### config.mk
export PLATFORM = sky130hd
export DESIGN_NAME = api_frame_receiver_flat
export DESIGN_NICKNAME = d
export VERILOG_FILES = /design/src/sv/afr_pkg.sv /design/src/sv/afr_if.sv /design/src/sv/afr_parser.sv /design/src/sv/api_frame_receiver.sv /design/src/flat_wrapper.sv
export SDC_FILE = /design/constraint.sdc
export NUM_CORES = 1
export LEC_CHECK = 0
export BUFFER_PORTS_ARGS = -buffer_cell sky130_fd_sc_hd__buf_4
export CAP_MARGIN = 40
export CORE_MARGIN = 2
export CORE_UTILIZATION = 30
export CTS_BUF_LIST = sky130_fd_sc_hd__clkbuf_4
export CTS_CLUSTER_SIZE = 25
export DETAILED_ROUTE_END_ITERATION = 8
export PLACE_DENSITY = 0.53
export SKIP_CTS_REPAIR_TIMING = 1
export SLEW_MARGIN = 10
export SYNTH_ARGS = -nofsm -noshare
export SYNTH_HDL_FRONTEND = slang
export SYNTH_SLANG_ARGS = --single-unit
### constraint.sdc
create_clock -name clk -period 6.75 [get_ports clk]
set_input_delay 1.0125 -clock clk [delete_from_list [all_inputs] [get_ports clk]]
set_output_delay 1.0125 -clock clk [all_outputs]
set_load 0.02 [all_outputs]
### src/sv/afr_pkg.sv
// Types and constants of the frame receiver.
// No dependencies; used by the parser, the top level and the checkers.
package afr_pkg;

    localparam int CFG_DATA_W  = 16;
    localparam int CFG_INDEX_W = 2;

    localparam logic [CFG_INDEX_W-1:0] CFG_TIMEOUT_TICKS   = 2'd0;
    localparam logic [CFG_INDEX_W-1:0] CFG_EXPECTED_API_ID = 2'd1;
    localparam logic [CFG_INDEX_W-1:0] CFG_ACK_TYPE        = 2'd2;
    localparam logic [CFG_INDEX_W-1:0] CFG_STATUS_TYPE     = 2'd3;

    localparam logic [15:0] TIMEOUT_TICKS_RESET   = 16'd2000;
    localparam logic [7:0]  EXPECTED_API_ID_RESET = 8'h81;
    localparam logic [7:0]  ACK_TYPE_RESET        = 8'h02;
    localparam logic [7:0]  STATUS_TYPE_RESET     = 8'h04;

    localparam logic [7:0]  START_BYTE    = 8'h7E;
    localparam logic [7:0]  CSUM_BASE     = 8'hFF;
    localparam logic [15:0] TICKS_MAX     = 16'hFFFF;

    localparam logic CMD_BYTE = 1'b0;
    localparam logic CMD_TICK = 1'b1;

    localparam logic [2:0] PH_IDLE = 3'd0;
    localparam logic [2:0] PH_MSB  = 3'd1;
    localparam logic [2:0] PH_LSB  = 3'd2;
    localparam logic [2:0] PH_DATA = 3'd3;
    localparam logic [2:0] PH_CSUM = 3'd4;

    localparam logic [2:0] OUTCOME_BAD_CSUM = 3'd0;
    localparam logic [2:0] OUTCOME_WRONG_ID = 3'd1;
    localparam logic [2:0] OUTCOME_PAIR_ACK = 3'd2;
    localparam logic [2:0] OUTCOME_STATUS   = 3'd3;
    localparam logic [2:0] OUTCOME_OTHER    = 3'd4;

    typedef struct packed {
        logic [15:0] timeout_ticks;
        logic [7:0]  expected_api_id;
        logic [7:0]  ack_type;
        logic [7:0]  status_type;
    } cfg_t;

    typedef struct packed {
        logic [2:0] outcome;
        logic [7:0] fuel_level;
    } result_t;

endpackage

### src/sv/afr_if.sv
// Valid/ready channel interfaces for received items and frame results.
// No dependencies.
interface afr_item_if;
    logic       valid;
    logic       ready;
    logic       cmd;
    logic [7:0] rx_byte;

    modport source (output valid, output cmd, output rx_byte, input ready);
    modport sink (input valid, input cmd, input rx_byte, output ready);
endinterface

interface afr_result_if;
    logic       valid;
    logic       ready;
    logic [2:0] outcome;
    logic [7:0] fuel_level;

    modport source (output valid, output outcome, output fuel_level, input ready);
    modport sink (input valid, input outcome, input fuel_level, output ready);
endinterface

### src/sv/afr_parser.sv
// Frame parser state and its one-item update for the frame receiver.
// Depends on afr_pkg.
module afr_parser #(
    parameter int TYPE_POSITION = 5,
    parameter int FUEL_POSITION = 6
) (
    input  logic             clk,
    input  logic             rst_n,
    input  logic             advance,
    input  logic             cmd,
    input  logic [7:0]       rx_byte,
    input  afr_pkg::cfg_t    cfg,
    output logic             emit,
    output afr_pkg::result_t res
);
    import afr_pkg::*;

    localparam logic [15:0] TYPE_INDEX = 16'(TYPE_POSITION);
    localparam logic [15:0] FUEL_INDEX = 16'(FUEL_POSITION);

    logic [2:0]  phase_reg, phase_next;
    logic [15:0] frame_length_reg, frame_length_next;
    logic [15:0] byte_count_reg, byte_count_next;
    logic [7:0]  running_sum_reg, running_sum_next;
    logic [15:0] idle_ticks_reg, idle_ticks_next;
    logic [7:0]  api_byte_reg, api_byte_next;
    logic [7:0]  type_byte_reg, type_byte_next;
    logic [7:0]  pending_fuel_reg, pending_fuel_next;
    logic [7:0]  fuel_latched_reg, fuel_latched_next;

    logic [15:0] tick_count;
    logic [15:0] count_inc;
    logic [15:0] length_full;

    always_comb
    begin
        phase_next        = phase_reg;
        frame_length_next = frame_length_reg;
        byte_count_next   = byte_count_reg;
        running_sum_next  = running_sum_reg;
        idle_ticks_next   = idle_ticks_reg;
        api_byte_next     = api_byte_reg;
        type_byte_next    = type_byte_reg;
        pending_fuel_next = pending_fuel_reg;
        fuel_latched_next = fuel_latched_reg;
        emit              = 1'b0;
        res.outcome       = OUTCOME_BAD_CSUM;

        tick_count  = (idle_ticks_reg == TICKS_MAX) ? idle_ticks_reg : idle_ticks_reg + 16'd1;
        count_inc   = byte_count_reg + 16'd1;
        length_full = {frame_length_reg[15:8], rx_byte};

        if (cmd == CMD_TICK)
        begin
            if (phase_reg != PH_IDLE)
            begin
                idle_ticks_next = tick_count;
                if (tick_count >= cfg.timeout_ticks)
                begin
                    phase_next      = PH_IDLE;
                    idle_ticks_next = 16'd0;
                end
            end
        end
        else
        begin
            unique case (phase_reg)
                PH_IDLE:
                begin
                    if (rx_byte == START_BYTE)
                    begin
                        frame_length_next = 16'd0;
                        byte_count_next   = 16'd0;
                        running_sum_next  = 8'd0;
                        idle_ticks_next   = 16'd0;
                        api_byte_next     = 8'd0;
                        type_byte_next    = 8'd0;
                        pending_fuel_next = 8'd0;
                        phase_next        = PH_MSB;
                    end
                end
                PH_MSB:
                begin
                    idle_ticks_next   = 16'd0;
                    frame_length_next = {rx_byte, 8'h00};
                    phase_next        = PH_LSB;
                end
                PH_LSB:
                begin
                    idle_ticks_next   = 16'd0;
                    frame_length_next = length_full;
                    running_sum_next  = 8'd0;
                    byte_count_next   = 16'd0;
                    phase_next        = (length_full == 16'd0) ? PH_CSUM : PH_DATA;
                end
                PH_DATA:
                begin
                    idle_ticks_next = 16'd0;
                    if (byte_count_reg == 16'd0)
                    begin
                        api_byte_next = rx_byte;
                    end
                    if (byte_count_reg == TYPE_INDEX)
                    begin
                        type_byte_next = rx_byte;
                    end
                    if (byte_count_reg == FUEL_INDEX)
                    begin
                        pending_fuel_next = rx_byte;
                    end
                    running_sum_next = running_sum_reg + rx_byte;
                    byte_count_next  = count_inc;
                    if (count_inc == frame_length_reg)
                    begin
                        phase_next = PH_CSUM;
                    end
                end
                PH_CSUM:
                begin
                    idle_ticks_next = 16'd0;
                    phase_next      = PH_IDLE;
                    emit            = 1'b1;
                    priority if (rx_byte != (CSUM_BASE - running_sum_reg))
                    begin
                        res.outcome = OUTCOME_BAD_CSUM;
                    end
                    else if (api_byte_reg != cfg.expected_api_id)
                    begin
                        res.outcome = OUTCOME_WRONG_ID;
                    end
                    else
                    begin
                        priority if (type_byte_reg == cfg.ack_type)
                        begin
                            res.outcome = OUTCOME_PAIR_ACK;
                        end
                        else if (type_byte_reg == cfg.status_type)
                        begin
                            res.outcome = OUTCOME_STATUS;
                        end
                        else
                        begin
                            res.outcome = OUTCOME_OTHER;
                        end
                        if (type_byte_reg == cfg.status_type)
                        begin
                            fuel_latched_next = pending_fuel_reg;
                        end
                    end
                end
                default:
                begin
                    phase_next = PH_IDLE;
                end
            endcase
        end

        res.fuel_level = fuel_latched_next;
    end

    always_ff @(posedge clk or negedge rst_n)
    begin
        if (!rst_n)
        begin
            phase_reg        <= PH_IDLE;
            frame_length_reg <= 16'd0;
            byte_count_reg   <= 16'd0;
            running_sum_reg  <= 8'd0;
            idle_ticks_reg   <= 16'd0;
            api_byte_reg     <= 8'd0;
            type_byte_reg    <= 8'd0;
            pending_fuel_reg <= 8'd0;
            fuel_latched_reg <= 8'd0;
        end
        else if (advance)
        begin
            phase_reg        <= phase_next;
            frame_length_reg <= frame_length_next;
            byte_count_reg   <= byte_count_next;
            running_sum_reg  <= running_sum_next;
            idle_ticks_reg   <= idle_ticks_next;
            api_byte_reg     <= api_byte_next;
            type_byte_reg    <= type_byte_next;
            pending_fuel_reg <= pending_fuel_next;
            fuel_latched_reg <= fuel_latched_next;
        end
    end

endmodule

### src/sv/api_frame_receiver.sv
// Receiver for start-delimited, length-prefixed, checksummed frames.
// Depends on afr_pkg, afr_if.sv and afr_parser.
//
// Each transfer on the item channel is one received byte or one timer tick, and the block
// takes one such transfer every clock cycle unless the item channel stalls. A transfer is
// held in an input register, from which the parser updates its frame state, and a checksum
// byte places one result in the output register, from which the result is offered. The
// item channel stalls only while a checksum byte waits in the input register behind a
// result that the result channel has not yet taken.
// Configuration writes are meant for a quiet block and take effect at the next edge.
module api_frame_receiver #(
    parameter int TYPE_POSITION = 5,
    parameter int FUEL_POSITION = 6
) (
    input  logic                               clk,
    input  logic                               rst_n,
    input  logic                               cfg_we,
    input  logic [afr_pkg::CFG_INDEX_W-1:0]    cfg_index,
    input  logic [afr_pkg::CFG_DATA_W-1:0]     cfg_data,
    afr_item_if.sink                           items,
    afr_result_if.source                       results
);
    import afr_pkg::*;

    cfg_t       cfg_reg;
    logic       item_valid_reg;
    logic       item_cmd_reg;
    logic [7:0] item_byte_reg;
    logic       out_valid_reg;
    result_t    out_data_reg;

    logic       emit;
    result_t    res;
    logic       out_free;
    logic       advance;

    assign out_free    = !out_valid_reg || results.ready;
    assign advance     = item_valid_reg && (!emit || out_free);
    assign items.ready = !item_valid_reg || advance;

    assign results.valid      = out_valid_reg;
    assign results.outcome    = out_data_reg.outcome;
    assign results.fuel_level = out_data_reg.fuel_level;

    afr_parser #(
        .TYPE_POSITION (TYPE_POSITION),
        .FUEL_POSITION (FUEL_POSITION)
    ) u_parser (
        .clk     (clk),
        .rst_n   (rst_n),
        .advance (advance),
        .cmd     (item_cmd_reg),
        .rx_byte (item_byte_reg),
        .cfg     (cfg_reg),
        .emit    (emit),
        .res     (res)
    );

    always_ff @(posedge clk or negedge rst_n)
    begin
        if (!rst_n)
        begin
            cfg_reg.timeout_ticks   <= TIMEOUT_TICKS_RESET;
            cfg_reg.expected_api_id <= EXPECTED_API_ID_RESET;
            cfg_reg.ack_type        <= ACK_TYPE_RESET;
            cfg_reg.status_type     <= STATUS_TYPE_RESET;
        end
        else if (cfg_we)
        begin
            unique case (cfg_index)
                CFG_TIMEOUT_TICKS:   cfg_reg.timeout_ticks   <= cfg_data;
                CFG_EXPECTED_API_ID: cfg_reg.expected_api_id <= cfg_data[7:0];
                CFG_ACK_TYPE:        cfg_reg.ack_type        <= cfg_data[7:0];
                CFG_STATUS_TYPE:     cfg_reg.status_type     <= cfg_data[7:0];
                default:             cfg_reg                 <= cfg_reg;
            endcase
        end
    end

    always_ff @(posedge clk or negedge rst_n)
    begin
        if (!rst_n)
        begin
            item_valid_reg <= 1'b0;
        end
        else if (items.ready)
        begin
            item_valid_reg <= items.valid;
        end
    end

    always_ff @(posedge clk)
    begin
        if (items.valid && items.ready)
        begin
            item_cmd_reg  <= items.cmd;
            item_byte_reg <= items.rx_byte;
        end
    end

    always_ff @(posedge clk or negedge rst_n)
    begin
        if (!rst_n)
        begin
            out_valid_reg <= 1'b0;
        end
        else if (out_free)
        begin
            out_valid_reg <= advance && emit;
        end
    end

    always_ff @(posedge clk)
    begin
        if (out_free && advance && emit)
        begin
            out_data_reg <= res;
        end
    end

endmodule

### src/flat_wrapper.sv
// flat-port wrapper written by rule: the top's interface ports become plain ports
module api_frame_receiver_flat import afr_pkg::*;
#(
    parameter int TYPE_POSITION = 5,
    parameter int FUEL_POSITION = 6
)
  (clk, rst_n, cfg_we, cfg_index, cfg_data, items_valid, items_cmd, items_rx_byte, items_ready, results_valid, results_outcome, results_fuel_level, results_ready);
  afr_item_if items_i ();
  afr_result_if results_i ();
  input  logic clk;
  input  logic rst_n;
  input  logic cfg_we;
  input  logic [afr_pkg::CFG_INDEX_W-1:0] cfg_index;
  input  logic [afr_pkg::CFG_DATA_W-1:0] cfg_data;
  input wire logic [$bits(items_i.valid)-1:0] items_valid;
  input wire logic [$bits(items_i.cmd)-1:0] items_cmd;
  input wire logic [$bits(items_i.rx_byte)-1:0] items_rx_byte;
  output wire logic [$bits(items_i.ready)-1:0] items_ready;
  output wire logic [$bits(results_i.valid)-1:0] results_valid;
  output wire logic [$bits(results_i.outcome)-1:0] results_outcome;
  output wire logic [$bits(results_i.fuel_level)-1:0] results_fuel_level;
  input wire logic [$bits(results_i.ready)-1:0] results_ready;
  assign items_i.valid = items_valid;
  assign items_i.cmd = items_cmd;
  assign items_i.rx_byte = items_rx_byte;
  assign items_ready = items_i.ready;
  assign results_valid = results_i.valid;
  assign results_outcome = results_i.outcome;
  assign results_fuel_level = results_i.fuel_level;
  assign results_i.ready = results_ready;
  api_frame_receiver #(.TYPE_POSITION(TYPE_POSITION), .FUEL_POSITION(FUEL_POSITION)) u_core (.clk(clk), .rst_n(rst_n), .cfg_we(cfg_we), .cfg_index(cfg_index), .cfg_data(cfg_data), .items(items_i), .results(results_i));
endmodule
Word level (Yosys, flattened, before mapping)
Cells that the tools add are included.
- register bits: 153
- latch bits: 0
- bits in writable memories: 0
- bits in read-only memories: 0
- input port bits: 32
- output and inout port bits: 13
- word-level logic and storage cells: 124
- memories: 0
- $add $sub $neg: 4
- multiply operators: 0
- divide/modulo/power cells: 0
- magnitude comparators: 1
- equality and inequality tests: 24
- shifts and indexed selects: 0
- muxes and demuxes: 33
- bitwise logic cells: 3
- reduce and logical (&&, ||, !) cells: 37
- operators with widths (kind ; number):
    16-bit one-hot mux with 3 select lines ; 2
    16-bit 2-to-1 mux ; 5
    8-bit 2-to-1 mux ; 9
    8-bit one-hot mux with 2 select lines ; 3
    16-bit by 1-bit adder with 16-bit output, second input constant ; 2
    16-bit by 3-bit == test with 1-bit output, second input constant ; 2
    16-bit logical NOT ; 2
    16-bit one-hot mux with 2 select lines ; 1
    5-bit AND reduction ; 5
    8-bit one-hot mux with 3 select lines ; 1
    3-bit 2-to-1 mux ; 7
    16-bit == test ; 1
    16-bit == test, second input constant ; 1
    8-bit == test ; 2
    16-bit >= comparator ; 1
    8-bit != test ; 2
    2-bit != test, second input constant ; 6
    3-bit one-hot mux with 4 select lines ; 1
    4-bit AND reduction ; 3
    3-bit nonzero test ; 4
    8-bit adder ; 1
    8-bit by 7-bit == test with 1-bit output, second input constant ; 1
    2-bit AND reduction ; 4
    4-bit OR reduction ; 2
    other kinds (18) ; 34

Longest topological paths before layout
Gate-level depths: netlist of the first run.
- depth in word-level cells: 8
- gate-level depth with buffers: 16
- gate-level depth less buffers: 15

Hierarchy
A second synthesis of the first run with hierarchy kept.
- cells, all modules: 761
- area total of the unflattened synthesis: 8170.3 um2
- by module, submodules not included (module ; times used ; cells an instance ; area an instance (um2) ; sequential area each (um2)):
    afr_parser ; 1 ; 646 ; 5957.0 ; 2277.2
    api_frame_receiver ; 1 ; 115 ; 2213.4 ; 1664.1

Worst setup path before layout of the first run
Ideal clock, no wire load.
- path kind: register to register
- start point: reg u_core.u_parser.idle_ticks_reg[0]
- end point: reg u_core.u_parser.idle_ticks_reg[3]
- setup time: 0.066 ns
- arrival: 3.674 ns
- data required time: 6.684 ns
- path slack: 3.010 ns
- stages on the path, launching flop included: 17
- buffers on the path: 1
- clock period less this slack: 3.740 ns
- cell sequence: dfrtp_1 ha_1 nand2_1 or4_4 or3_1 buf_6 nand3_4 nor2_1 xor2_1 ha_1 a21oi_1 a21boi_0 o41ai_1 o21ai_0 or2_2 nor2_1 a22o_1
- longest elaborated chain between the ends: 6
- elaborated cells between the ends (all ways): 7
- those cells by class: 1 x add/sub; 1 x order compare; 1 x eq/ne; 4 x mux
- ends and longest elaborated chain (item ; line ; text):
    from (decl) ; afr_parser.sv:25 ; logic [15:0] idle_ticks_reg, idle_ticks_next;
    from (signal assigned) ; afr_parser.sv:181 ; idle_ticks_reg <= idle_ticks_next;
    16-bit by 1-bit adder with 16-bit output or 16-bit == test (tied branches) ; afr_parser.sv:49 ; tick_count = (idle_ticks_reg == TICKS_MAX) ? idle_ticks_reg : idle_ticks_reg + 16'd1;
    16-bit 2-to-1 mux (*) ; afr_parser.sv:49 ;
    16-bit >= comparator ; afr_parser.sv:58 ; if (tick_count >= cfg.timeout_ticks)
    16-bit 2-to-1 mux (*) ; afr_parser.sv:58 ;
    16-bit 2-to-1 mux (*) ; afr_parser.sv:55 ; if (phase_reg != PH_IDLE)
    16-bit 2-to-1 mux (*) ; afr_parser.sv:53 ; if (cmd == CMD_TICK)
Mark *: on every way between the ends. The rest lies on a longest branch, timed or not. The select of a mux whose other input is x is not followed.
A chain may end at the register's enable or synchronous reset.

Final worst setup path of the first run
- start point: reg u_core.u_parser.idle_ticks_reg[0]
- end point: reg u_core.u_parser.phase_reg[2]
- longest elaborated chain between the ends: 5
- elaborated cells between the ends (all ways): 6
- those cells by class: 1 x add/sub; 1 x order compare; 2 x eq/ne; 1 x mux; 1 x reduce/logical
- ends and longest elaborated chain (item ; line ; text):
    16-bit by 1-bit adder with 16-bit output or 16-bit == test (tied branches) ; afr_parser.sv:49 ;
    16-bit 2-to-1 mux (*) ; afr_parser.sv:49 ;
    16-bit >= comparator (*) ; afr_parser.sv:58 ;
    2-bit != test (no line) (*) ; -- ;
    5-bit AND reduction (no line) (*) ; -- ;
    to (signal assigned) ; afr_parser.sv:177 ; phase_reg <= phase_next;
    to (decl) ; afr_parser.sv:21 ; logic [2:0] phase_reg, phase_next;
Mark *: on every way between the ends. The rest lies on a longest branch, timed or not.

==> key figures, run 1 <==
STA
  – Period utilization: 64.29%
  – Relative slew margins: 38.95%
  – Maximum clock rate: 0.2304 GHz
  – Final-report hold violation count: 0
  – Shortest period the worst path allows: 4.340 ns
  – Count of pins over their slew limit: 0
  – Setup repair after global routing missed its margin: false
  – Final setup viols: 0
  – Worst Clk Skew: 0.02603 ns
  – Transition time at the pin with the least slew margin: 0.9124 ns
  – Final TNS setup: 0 ns
  – Final-layout worst hold slack: 0.4655 ns

Power
  – Total internal power: 1.758 mW
  – Proportion of power drawn by flip-flops and latches: 47.3%
  – Leakage power: 4.013 nW
  – Comb pwr share: 32.5%
  – Switching part of the total power: 38.70%
  – Switching pwr: 1.110 mW
  – Share of total power in the clock network: 20.2%
  – Cell area power density: 312.4 nW/um^2
  – Highest ir drop seen on vdd: 0.00009113 V

Finish
  – Nets: 890
  – Highest-count cells in the layout ignoring fill and taps: sky130_fd_sc_hd__dfrtp_1, sky130_fd_sc_hd__nand2_1, sky130_fd_sc_hd__o21ai_0, sky130_fd_sc_hd__mux2_2, sky130_fd_sc_hd__buf_4
  – Fraction of final layout cells with drive strength greater than 1: 21.73%
  – Finished Cell Area: 9180 sq um
  – Layout area overhead: 11.91%
  – Number of cells in the finished layout apart from fillers: 1183
  – Ant diodes: 0
  – Max FFs per register: 40
  – Post-layout util: 34.16%
  – Most common cell after layout, fill and taps aside: sky130_fd_sc_hd__dfrtp_1
  – Fillers: 2774

Critical path
  – Kind of start point of the critical path: register
  – Path type of the worst setup path: reg -> reg
  – Kind of capture point of the worst setup path: register
  – Worst endpoint required time: 7.20 ns
  – Crit path DAT: 4.79 ns
  – Largest driver fanout on the critical path: 8

Clock tree
  – Number of buffers created by CTS: 17
  – Clock transition time at the flip-flop clock pins of the worst setup and hold paths: 0.15 ns
  – Sink Count: 153
  – Latest clock arrival within the worst-skew pair: 0.58 ns
  – Clock tree from TritonCTS: yes
  – CTS max path bufs: 2
  – Maximum level of the CTS H-tree: 4
  – Cell at the root of the clock tree: sky130_fd_sc_hd__clkbuf_4

Die
  – Initial standard-cell utilization of the core: 30.52%
  – Number of I/O pins: 45
  – Die Ht: 169.4 um
  – DIE WIDTH: 169.4 um
  – Number of standard-cell rows in the floorplan: 60
  – Core Footprint: 26880 sq um
  – Total Die Area: 28680 sq um

GRT
  – Wire length of the first global-routing pass: 32840 um
  – Vias in the first global route: 5946
  – Met3 Resource Use GR: 3.032%
  – Grt ovf: 0
  – Overall Global Routing Usage: 14.63%
  – Largest net degree at the start of global routing: 82
  – Most Used Layer, Global Route: met2
  – Initial antenna violation count: 0
  – Met2 capacity usage during global routing: 23.03%
  – Met1 routing resource usage after global routing: 20.79%

Synthesis
  – Cell count after synthesis: 789
  – Fraction of registers with async set or reset after synthesis: 86.93%
  – Number of warnings printed during yosys synthesis: 0
  – Number of flops mapped to enable cells by yosys: 20
  – Register bit total from synthesis: 153
  – Distinct cell type count after synthesis: 65
  – Cell area after technology mapping: 8203 sq um
  – Most used flip-flop cell after synthesis: sky130_fd_sc_hd__dfrtp_1
  – Mean area per synthesized cell: 10.40 sq um
  – Nets in the synthesized netlist: 850
  – Portion of the post-synthesis area used by sequential elements: 48.05%

Detailed routing
  – Wire length per cell after detailed routing: 16.67 um
  – Count of vias placed by the detailed router: 5891
  – Drt initial violations: 384
  – Number of design rule violations left after detail routing: 0
  – Detailed Route WL: 19720 um
  – First-pass detailed-route iteration total: 5
  – ANT nets after route: 0
  – Detailed-route vias per instance: 4.980

Run
  – Max-capacitance violation count: 0

Placement
  – Routability Congestion: 0.8533
  – Detailed Place HPWL: 14320 um
  – Total cell area at the placement stage: 8895 sq um
  – Port Buf Inserts: 44
  – Number of instances in the placed design: 1151

Hold path
  – Min-Delay Path Class: in -> async

Outcome
  – Run status: finished clean
worst max-delay path, stage by stage (launching register included):
cell                       delay (ns)
sky130_fd_sc_hd__dfrtp_1         0.47
sky130_fd_sc_hd__ha_1            0.32
sky130_fd_sc_hd__nand2_1         0.11
sky130_fd_sc_hd__or4_4           0.44
sky130_fd_sc_hd__or3_1           0.49
sky130_fd_sc_hd__nand3_4         0.17
sky130_fd_sc_hd__nor2_1          0.07
sky130_fd_sc_hd__xor2_1          0.16
sky130_fd_sc_hd__ha_1            0.33
sky130_fd_sc_hd__a21oi_1         0.12
sky130_fd_sc_hd__a21boi_0        0.09
sky130_fd_sc_hd__o41ai_1         0.27
sky130_fd_sc_hd__o21ai_0         0.20
sky130_fd_sc_hd__nor2_1          0.52
sky130_fd_sc_hd__nor2_1          0.16
sky130_fd_sc_hd__mux2_2          0.31
per-stage QoR:
step           power (mW)  worst slack, ns
2_1_floorplan       2.019            3.010
3_3_place_gp        2.280            2.513
6_report            2.868            2.410
3_5_place_dp        2.307            2.506
5_1_grt             3.091            2.063
4_1_cts             2.896            2.430
synthesized netlist by cell type, types with 12 or more instances:
| cell | number | share of area, % |
|---|---|---|
| sky130_fd_sc_hd__a21oi_1 | 18 | 1.1 |
| sky130_fd_sc_hd__and2_1 | 14 | 1.1 |
| sky130_fd_sc_hd__clkbuf_1 | 23 | 1.1 |
| sky130_fd_sc_hd__dfrtp_1 | 123 | 38 |
| sky130_fd_sc_hd__edfxtp_1 | 20 | 7.3 |
| sky130_fd_sc_hd__ha_1 | 28 | 4.3 |
| sky130_fd_sc_hd__inv_1 | 44 | 2.0 |
| sky130_fd_sc_hd__mux2_2 | 70 | 9.6 |
| sky130_fd_sc_hd__nand2_1 | 73 | 3.3 |
| sky130_fd_sc_hd__nand3_1 | 40 | 2.4 |
| sky130_fd_sc_hd__nand4_1 | 13 | 0.99 |
| sky130_fd_sc_hd__nor2_1 | 44 | 2.0 |
| sky130_fd_sc_hd__nor3_1 | 16 | 0.98 |
| sky130_fd_sc_hd__nor4_1 | 12 | 0.92 |
| sky130_fd_sc_hd__o21ai_0 | 70 | 4.3 |
| sky130_fd_sc_hd__xnor2_1 | 26 | 2.8 |
| sky130_fd_sc_hd__xor2_1 | 32 | 3.4 |
power groups by stage:
| stage | Clock, mW | Sequential, mW | Combinational [mW] |
|---|---|---|---|
| global placement | 0 | 1.37 | 0.912 |
| finish | 0.579 | 1.36 | 0.932 |
| CTS | 0.601 | 1.36 | 0.939 |
| detailed placement | 0 | 1.37 | 0.933 |
| global route | 0.644 | 1.39 | 1.06 |
| floorplan | 0 | 1.28 | 0.735 |
layout make-up:
| type | instances | area [sq um] | area share [%] |
|---|---|---|---|
| flip-flops and latches | 153 | 3941 | 42.93 |
| multi-input cells | 561 | 3966 | 43.21 |
| clock buffers | 17 | 127.6 | 1.390 |
| inverters | 44 | 165.2 | 1.799 |
| well taps | 341 | 426.7 | 4.648 |
| repair buffers | 52 | 395.4 | 4.307 |
| clock inverters | 15 | 157.7 | 1.717 |
final timing paths:
path / startpoint / depth (start not counted) / to / slack, ns
hold / removal: rst_n / 1 / u_core.cfg_reg[39] / 0.47
min in group clk: u_core.u_parser.running_sum_reg[2] / 2 / u_core.u_parser.running_sum_reg[2] / 0.51
setup / recovery: u_core.u_parser.idle_ticks_reg[0] / 15 / u_core.u_parser.phase_reg[2] / 2.41
setup reg to reg: u_core.u_parser.idle_ticks_reg[0] / 15 / u_core.u_parser.phase_reg[2] / 2.41
hold reg to reg: u_core.u_parser.running_sum_reg[2] / 2 / u_core.u_parser.running_sum_reg[2] / 0.51
max in group asynchronous: rst_n / 2 / u_core.u_parser.frame_length_reg[0] / 5.06
logic make-up after synthesis:
kind of cell	count (synthesis)	share of synthesized area [%]
AO/OA/AOI/OAI	145	11.53
XOR/XNOR	58	6.193
adder cells (fa/ha/maj)	30	4.637
buffers and inverters	75	3.661
flip-flops	153	48.05
multiplexers	71	9.732
AND/OR/NAND/NOR	257	16.20
routing by layer:
layer	wire [um]	vias to the layer above
met5	0	-
met2	8947	100
met1	9827	2887
li1	-	2888
met4	164	0
met3	783	16
Note: power is estimated with default switching activity, not from simulation.
==> run 2, diff against run 1 <==
--- a/config.mk
+++ b/config.mk
@@ -12,7 +12,7 @@
 export CTS_BUF_LIST = sky130_fd_sc_hd__clkbuf_4
 export CTS_CLUSTER_SIZE = 25
 export DETAILED_ROUTE_END_ITERATION = 8
-export PLACE_DENSITY = 0.53
+export PLACE_DENSITY = 0.55
 export SKIP_CTS_REPAIR_TIMING = 1
 export SLEW_MARGIN = 10
 export SYNTH_ARGS = -nofsm -noshare
==> constraint.sdc (replaced) <==
create_clock -name clk -period 3.75 [get_ports clk]
set_input_delay 0.5625 -clock clk [delete_from_list [all_inputs] [get_ports clk]]
set_output_delay 0.5625 -clock clk [all_outputs]
set_load 0.02 [all_outputs]
==> run 2 against run 1 <==
Net effect: clock skew decreased by 0.00066 ns; worst hold slack lost 0.28 ns; die area is the same; core utilization up 1.1 points; critical path depth decreased by 2; sequential cell count unchanged; combinational power is 89% higher; highest routed layer unchanged.
==> key figures, run 2 (same netlist as run 1, synthesis figures left out) <==
Outcome
  – Run status: finished clean

Critical path
  – CP most frequent cell: sky130_fd_sc_hd__mux2_2
  – Kind of start point of the critical path: register
  – Kind of capture point of the worst setup path: register
  – CP cell instances: nand4_2 > buf_4 > or3_2 > or2_2 > nor3_2 > mux2_2 > ha_1 > o2111a_2 > o211ai_1 > o21ai_2 > nor2_1 > nor2_2 > mux2_2
  – Reg-to-reg endpoint: u_core.u_parser.phase_reg[2]
  – Worst path slowest cell: sky130_fd_sc_hd__or3_2
  – Slack of the worst reg-to-reg path: 0.16 ns
  – Worst endpoint required time: 4.19 ns
  – Critical path's top delay family: simple AND/OR/NAND/NOR gates
  – Largest driver fanout on the critical path: 4
  – Buffer and inverter count on the worst path: 1
  – Crit path launch: u_core.u_parser.idle_ticks_reg[4]
  – Path type of the worst setup path: reg -> reg
  – Biggest cell delay along the critical path: 0.45 ns
  – Crit path DAT: 4.03 ns
  – Critical R2R Launch: u_core.u_parser.idle_ticks_reg[4]
  – Number of cells traversed by the worst register-to-register path: 13

STA
  – Shortest period the worst path allows: 3.591 ns
  – Worst Clk Skew: 0.02537 ns
  – Period utilization: 95.75%
  – Maximum clock rate: 0.2785 GHz
  – Setup WS post-layout: 0.1594 ns
  – Transition time at the pin with the least slew margin: 0.8115 ns
  – Final-report hold violation count: 0
  – Final setup viols: 0
  – Count of pins over their slew limit: 0
  – Relative slew margins: 45.70%

Die
  – Die Ht: 169.4 um
  – Total Die Area: 28680 sq um
  – Number of standard-cell rows in the floorplan: 60
  – Core Footprint: 26880 sq um
  – Initial standard-cell utilization of the core: 30.52%
  – Number of I/O pins: 45
  – DIE WIDTH: 169.4 um

Power
  – Tot Pwr: 5.236 mW
  – Highest ir drop seen on vdd: 0.0002145 V
  – Share of total power in the clock network: 19.9%
  – Switching pwr: 2.020 mW
  – Total internal power: 3.215 mW
  – Cell area power density: 552.9 nW/um^2
  – Proportion of power drawn by flip-flops and latches: 46.4%
  – Switching part of the total power: 38.59%
  – Comb pwr share: 33.6%
  – Leakage power: 4.190 nW

Detailed routing
  – WL met3: 703 um
  – Wire length per cell after detailed routing: 16.49 um
  – Detailed Route WL: 19950 um
  – Total length of routed met2 wires: 8975 um
  – ANT nets after route: 0
  – Drt initial violations: 376
  – WL met1: 10040 um
  – Top Metal Used: met4
  – Number of design rule violations left after detail routing: 0
  – Count of vias placed by the detailed router: 6078
  – First-pass detailed-route iteration total: 5
  – Detailed-route vias per instance: 5.023

GRT
  – Initial antenna violation count: 1
  – Grt ovf: 0
  – Vias in the first global route: 5942
  – Largest net degree at the start of global routing: 53
  – Wire length of the first global-routing pass: 32740 um
  – Overall Global Routing Usage: 14.46%

Clock tree
  – Latest clock arrival within the worst-skew pair: 0.56 ns
  – Sink Count: 153
  – Cell at the root of the clock tree: sky130_fd_sc_hd__clkbuf_4
  – Clock transition time at the flip-flop clock pins of the worst setup and hold paths: 0.15 ns
  – Clock tree from TritonCTS: yes
  – CTS max path bufs: 2
  – Maximum level of the CTS H-tree: 4
  – Number of buffers created by CTS: 17

Finish
  – Fraction of final layout cells with drive strength greater than 1: 25.12%
  – Most common cell after layout, fill and taps aside: sky130_fd_sc_hd__dfrtp_1
  – Post-layout util: 35.23%
  – Nets: 916
  – Fillers: 2744
  – Layout area overhead: 15.44%
  – Highest-count cells in the layout ignoring fill and taps: sky130_fd_sc_hd__dfrtp_1, sky130_fd_sc_hd__nand2_1, sky130_fd_sc_hd__buf_4
  – Max FFs per register: 40

Hold path
  – Min-Delay Path Class: in -> reg
  – Min-Delay Path Depth: 1
  – Sink of the worst hold path: u_core.item_byte_reg[2]
  – Start point of the worst hold path: items_rx_byte[2]

Placement
  – Port Buf Inserts: 44
  – Routability Congestion: 0.8479
  – Detailed Place HPWL: 14760 um
  – Pre-CTS worst setup slack: 0.009398 ns

Run
  – Max-capacitance violation count: 0
==> run 2: cell count changes in the layout (fill, tap and decap cells not counted), sizes merged <==
cell / delta
buf: +25
diode: +1
dlygate4sd3: +1
==> run 2: per-layer routing <==
layer,global-route usage [%],vias to the layer above
met5,0,-
met4,3.010,0
met3,2.868,13
met2,22.22,103
met1,21.14,3009
li1,-,2953
==> run 2: area by class of cell <==
type                       instances  area, sq um  area share, %
antenna                            1        2.502        0.02643
multi-input combinational        561         4021          42.47
clock buffer                      17        127.6          1.348
tap                              341        426.7          4.506
timing repair buffer              78        629.4          6.646
inverter                          44        165.2          1.744
clock inverter                    15        155.1          1.638
sequential                       153         3941          41.62
==> run 2: stage by stage <==
stage | instances | setup TNS (ns) | hold slack, ns | area (sq um)
final | 1210 | 0 | 0.1810 | 9469
after global routing | 1210 | -0.09355 | 0.1211 | 9469
after CTS | 1207 | -0.2350 | -0.1096 | 9394
after detailed placement | 1175 | 0 | 0.4775 | 9111
after global placement | 1171 | 0 | 0.4692 | 9044
after floorplan | 789 | 0 | 0.2669 | 8203
==> run 2: worst max path at each step <==
| stage | cells past startpoint | to | slack, ns |
|---|---|---|---|
| final | 13 | u_core.u_parser.phase_reg[2] | 0.16 |
| after detailed placement | 13 | u_core.u_parser.phase_reg[2] | 0.009 |
| after global placement | 15 | u_core.u_parser.idle_ticks_reg[3] | 0.05 |
| after floorplan | 16 | u_core.u_parser.idle_ticks_reg[3] | 0.01 |
| after global routing | 15 | u_core.u_parser.idle_ticks_reg[10] | -0.02 |
| after CTS | 13 | u_core.u_parser.phase_reg[2] | -0.04 |
==> run 2: power by group through the flow <==
stage	combinational, mW	clock, mW	sequential (mW)
floorplan	1.32	0	2.31
global placement	1.70	0	2.45
detailed placement	1.75	0	2.46
CTS	1.76	1.08	2.43
global route	1.99	1.15	2.48
finish	1.76	1.04	2.43
